`config.mk`:
```
export PLATFORM = sky130hd
export DESIGN_NAME = rgtm_div
export DESIGN_NICKNAME = d
export VERILOG_FILES = /design/src/rgtm_pkg.sv /design/src/rgtm_div.sv
export SDC_FILE = /design/constraint.sdc
export NUM_CORES = 2
export LEC_CHECK = 0
export BUFFER_PORTS_ARGS = -buffer_cell sky130_fd_sc_hd__buf_2
export CORE_AREA = 2 2 293 295
export DETAILED_ROUTE_END_ITERATION = 6
export DIE_AREA = 0 0 295 297
export PLACE_DENSITY_LB_ADDON = 0.1
export SYNTH_ARGS = -nofsm -noshare
export SYNTH_HDL_FRONTEND = slang
export SYNTH_SLANG_ARGS = --single-unit
```
`constraint.sdc`:
```
create_clock -name clk -period 7.54 [get_ports clk]
set_clock_uncertainty 0.1 [all_clocks]
set_input_delay 0.377 -clock clk [delete_from_list [all_inputs] [get_ports clk]]
set_output_delay 0.377 -clock clk [all_outputs]
set_load 0.01 [all_outputs]
```
`src/rgtm_pkg.sv`:
```
// Types, constants and constant functions of the tone mapper
`timescale 1ns / 1ps
package rgtm_pkg;

  localparam int SAMPLE_W    = 8;
  localparam int GAIN_W      = 16;
  localparam int NUM_W       = 24;
  localparam int DEN_W       = 24;
  localparam int GAMMA_FRAC  = 12;
  localparam int ACC_W       = 31;
  localparam int ACC_FRAC    = 30;
  localparam int SHIFT_W     = 5;
  localparam int MAX_SHIFT   = 31;
  localparam logic [DEN_W-1:0]    DEN_BIAS      = 24'd65280;
  localparam logic [GAIN_W-1:0]   EXPOSURE_RST  = 16'd384;
  localparam logic [GAIN_W-1:0]   INV_GAMMA_RST = 16'd1862;
  localparam logic [SAMPLE_W-1:0] TONE_MAX      = 8'd255;

  typedef enum logic {
    REG_EXPOSURE  = 1'b0,
    REG_INV_GAMMA = 1'b1
  } rgtm_reg_t;

  // Sideband that travels with every pipeline stage
  typedef struct packed {
    logic vld;
    logic last;
    logic zero;
    logic full;
  } rgtm_side_t;

  // Integer square root, bit by bit
  function automatic logic [63:0] isqrt64(input logic [63:0] x);
    logic [63:0] v;
    logic [63:0] res;
    logic [63:0] bit_v;
    v     = x;
    res   = '0;
    bit_v = 64'd1 << 62;
    for (int j = 0; j < 32; j++) begin
      if (v >= res + bit_v) begin
        v   = v - (res + bit_v);
        res = (res >> 1) + bit_v;
      end else begin
        res = res >> 1;
      end
      bit_v = bit_v >> 2;
    end
    return res;
  endfunction

  // 2^(-2^-k) in Q30: k-fold square root of one half
  function automatic logic [ACC_W-1:0] root_half(input int k);
    logic [63:0] r;
    r = 64'd1 << 29;
    for (int j = 0; j < k; j++) begin
      r = isqrt64(r << 30);
    end
    return r[ACC_W-1:0];
  endfunction

endpackage

```
`src/rgtm_div.sv`:
```
// Pipelined restoring divider forming y = n / (65280 + n) in Q0.F
`timescale 1ns / 1ps
module rgtm_div
  import rgtm_pkg::*;
#(
  parameter int F = 16
) (
  input  logic             clk,
  input  logic             rst_n,
  input  logic [NUM_W-1:0] num_i,
  input  rgtm_side_t       side_i,
  output logic [F-1:0]     quo_o,
  output rgtm_side_t       side_o
);

  logic [DEN_W-1:0] rem_r  [F];
  logic [DEN_W-1:0] den_r  [F];
  logic [F-1:0]     quo_r  [F];
  rgtm_side_t       side_r [F];

  for (genvar i = 0; i < F; i++) begin : g_step
    logic [DEN_W-1:0] rem_in;
    logic [DEN_W-1:0] den_in;
    logic [F-1:0]     quo_in;
    rgtm_side_t       side_in;
    logic [DEN_W:0]   shl;
    logic             ge;

    if (i == 0) begin : g_first
      assign rem_in  = DEN_W'(num_i);
      assign den_in  = DEN_W'(num_i) + DEN_BIAS;
      assign quo_in  = '0;
      assign side_in = side_i;
    end else begin : g_next
      assign rem_in  = rem_r[i-1];
      assign den_in  = den_r[i-1];
      assign quo_in  = quo_r[i-1];
      assign side_in = side_r[i-1];
    end

    // Shift in one dividend bit and try the subtract
    assign shl = {rem_in, 1'b0};
    assign ge  = (shl >= {1'b0, den_in});

    always_ff @(posedge clk) begin
      if (!rst_n) begin
        side_r[i] <= '0;
      end else begin
        side_r[i] <= side_in;
      end
      rem_r[i] <= ge ? DEN_W'(shl - {1'b0, den_in}) : DEN_W'(shl);
      den_r[i] <= den_in;
      quo_r[i] <= {quo_in[F-2:0], ge};
    end
  end

  assign quo_o  = quo_r[F-1];
  assign side_o = side_r[F-1];

endmodule

```
# == Word-level counts from Yosys, hierarchy flattened ==
# Memory sizes are Yosys's and may differ from the RTL's.
# Cells that the tools add are included.
# totals
register_bits,0
ramBits,1088
input_bits,30
output_inout_bits,20
wordCells,87
memories,4
# classes
n_addsub,17
n_lt_le_gt_ge,16
muxes,34
bitwise,16
# memory_table
name,depth,word_bits,rd,rd_clocked_by_memory_dff,write_ports,line,rtl
den_r,16,24,15,0,16,rgtm_div.sv:17,logic [DEN_W-1:0] den_r [F];
rem_r,16,24,15,0,16,rgtm_div.sv:16,logic [DEN_W-1:0] rem_r [F];
quo_r,16,16,16,0,16,rgtm_div.sv:18,logic [F-1:0] quo_r [F];
side_r,16,4,16,0,16,rgtm_div.sv:19,rgtm_side_t side_r [F];
# ops
cell,n
>= comparator 25 x 24 -> 1 bit,16
two-way mux 24 bit,16
subtractor 24 bit,16
two-way mux 4 bit,16
adder 24 x 16 -> 24 bit (second input constant),1
OR 1 bit,16
two-way mux 1 bit,2

# == Longest topological paths before layout ==
# depth
word_depth,3
ltp_mapped,18
mapped_depth_nobuf,18

# == Worst setup path before layout ==
# Ideal clock, no wire load.
# synth_timing
kind,input port to flip-flop
start,input num_i[8]
end,memory rem_r[0][19]
setup_time_ps,72
t_arrival_ps,3296
required_time_ps,7368
path_slack_ps,4073
cell_stages,18
n_path_buf,2
cell_sequence,inv_1 > ha_1 > nor3b_1 > nand2_1 > nor3_1 > nor2_1 > xor2_1 > inv_1 > ha_1 > clkbuf_1 > nand4b_1 > nor4_1 > and3_1 > a21oi_1 > o21a_4 > buf_6 > nor2_1 > xor2_1
# synth_lines
element,line,rtl
from (decl),rgtm_div.sv:10,"input logic [NUM_W-1:0] num_i,"
to (decl),rgtm_div.sv:16,

==> metrics <==
static leakage=0.0221 uW; synth unique cells=96; die width=295 um; r2r worst-path depth=13; worst-margin pin slew=1.03 ns; top cells by area, synth=dfxtp_1 (44%), ha_1 (11%), inv_1 (4.6%); critical path class=in -> reg; register area share after synthesis=43.9%; # IOs=50; first-pass GRT wire length=154,000 um; area leader, netlist=dfxtp_1; Synth Register Bits=920; Antenna Nets Post-Route=0; Cell Area, Placed=0.0434 sq mm; Synth warnings=0; crit-path max FO=42; leading cell type in the layout, fill and taps excluded=dfxtp_1; clock transition at the registers of the reported paths=0.06 ns; CTS Sinks=920; P per Cell Area=486 mW/mm^2; Peak Freq=219 MHz; crit path DAT=5.08 ns; Hold Path Depth=5; nets=5,077; DR pass1 iterations=5; Post-CTS Setup Bufs=0; Post-synth EDFFs=0; # DRC=0; max cap viols=0; core area=0.0845 sq mm; syn_nets=4,971; WL/cell=16.0 um; # hold bufs at CTS=27; RSZ-0062 raised after global routing=no; CTS tree=done; min Tclk post-route=4.57 ns; r2r startpoint=den_r[1][121]; critical hold path startpoint=num_i[19]; Most used DFF post-synth=dfxtp_1; fillcell total=7,703; routability congestion estimate=0.888; post-route insts no fill=5,877; setup TNS=0 ns; setup violators final=0; largest net degree at the start of global routing=65; syn_area_per_cell=9.22 sq um; endpoint type of the worst setup path=flop; Hold Slack=0.122 ns; VDD IR max=236 uV; DP Wirelength=73,400 um; final hold violations=0; status=finished clean; port bufs=49; layout cells sized above 1=8.35%; total CTS buffers=97; starting density of the core=49.6%; Max Slew Vio Count=0; Max H-tree Level=3; Max clock buf depth=3; Req. time, crit path=8.05 ns; GRT Total Usage=21.6%; Startpoint Class=input pin; vias in the first global route=29,800; crit share post-route=60.6%; Die Ht=297 um; die footprint=0.0876 sq mm; Max-slew headroom=31.4%; via count=30,700; flop2flop setup slack=3.73 ns; DRT iter0 DRCs=1,671; FF-to-FF End=rem_r[1][161]; worst skew pair latency=0.68 ns; most frequent cells in the layout=dfxtp_1 (920), inv_1 (514), ha_1 (381), a21oi_1 (372), nor2_1 (327); row count=107; Min-Delay Path Class=in -> reg; Final Cell Area=0.0472 sq mm; WL final=94,200 um; WHS Endpoint=den_r[0][21]; Area Overhead vs Synth=12.6%; grt total ovfl=0; Synth top area share=43.9%; PostCTS Resize Cnt=0; Syn Std Cell Area=0.0419 sq mm; placed insts=5,670; root buffer cell=clkbuf_16; vias per cell=5.22; synthesized instance count=4,546; initial antenna violation count=0; Post-synth ARST share=0%
[critical path, cell delays in order]
cell,delay (ns)
dlygate4sd3_1,0.53
buf_2,0.18
inv_1,0.12
ha_1,0.19
nor3b_1,0.40
nand2_1,0.16
nor3_1,0.54
xnor2_1,0.21
inv_1,0.07
ha_1,0.38
inv_1,0.13
nor3_1,0.05
o21ai_0,0.19
o211ai_2,0.15
o211a_1,0.16
nor3_2,0.32
o21a_4,0.45
inv_2,0.12
a21oi_1,0.17
o22a_1,0.15
[cell families (layout without fill, tap and decap cells)]
group / count (synthesis) / in the layout / share of synthesized area (%)
multiplexers: 99 / 99 / 2.65
AND/OR/NAND/NOR: 1112 / 1112 / 13.0
AO/OA/AOI/OAI: 1156 / 1156 / 17.4
adder cells (fa/ha/maj): 395 / 395 / 12.0
buffers and inverters: 598 / 784 / 5.49
XOR/XNOR: 266 / 266 / 5.56
other: 0 / 1 / 0
flip-flops: 920 / 920 / 43.9
[state kept, by name, indices dropped and copies added (netlist names)]
name    flops
den_r     360
rem_r     360
side_r     64
quo_r     136
[through the flow]
stage	worst slack [ns]	utilization [%]	total power, uW
after CTS	3.04	55.9	23100
after global routing	2.57	55.9	24800
final	2.97	55.9	22900
after global placement	2.96	51.3	17800
after floorplan	4.07	-	15400
after detailed placement	2.91	51.3	17800
[final cells by class]
class                      instances  area, sq um  area share (%)
sequential                       920        18400            39.0
tap                             1144         1430            3.03
clock inverter                    44          786            1.66
antenna                            1         2.50         0.00530
clock buffer                     135         2790            5.91
timing repair buffer              88          606            1.28
inverter                         517         1940            4.11
multi-input combinational       3028        21200            45.0
[power by group]
part	leakage [uW]	total, uW	switching, uW	internal [uW]
Combinational	0.0126	10600	5880	4680
Clock	0.00173	5130	2030	3100
Sequential	0.00773	7260	820	6440
Total	0.0221	22900	8720	14200
[routing by layer]
| metal | vias up | track usage, % | routed length (um) |
|---|---|---|---|
| li1 | 15800 | - | - |
| met4 | 0 | 7.11 | 2620 |
| met5 | - | 0 | 0 |
| met1 | 14200 | 28.1 | 44100 |
| met3 | 143 | 2.80 | 3460 |
| met2 | 521 | 36.8 | 44100 |
[Yosys cell counts (22+ instances only)]
master    instances
a211oi_1         24
and2_1           79
a31oi_1          41
nand2_1         282
o21ai_0         256
inv_1           514
a21o_1          167
ha_1            381
nor3_1           51
nor2_1          328
nor2b_1          65
nand4_1          56
nor4_1           22
xnor2_1         168
o21a_1           64
o21bai_1         22
a21oi_1         373
mux2_2           84
nand3_1          62
clkbuf_1         58
o31ai_1          28
dfxtp_1         920
xor2_1           98
or2_2            30
nand2b_1         53
[how the worst max path moves through the flow]
stage                   from      endpoint  slack (ns)
floorplan           num_i[8]  rem_r[0][19]        4.07
global placement    num_i[8]  rem_r[0][13]        2.96
detailed placement  num_i[8]  rem_r[0][13]        2.91
CTS                 num_i[8]  rem_r[0][13]        3.04
global route        num_i[8]  rem_r[0][13]        2.57
finish              num_i[8]  rem_r[0][13]        2.97
Note: power is estimated with default switching activity, not from simulation.
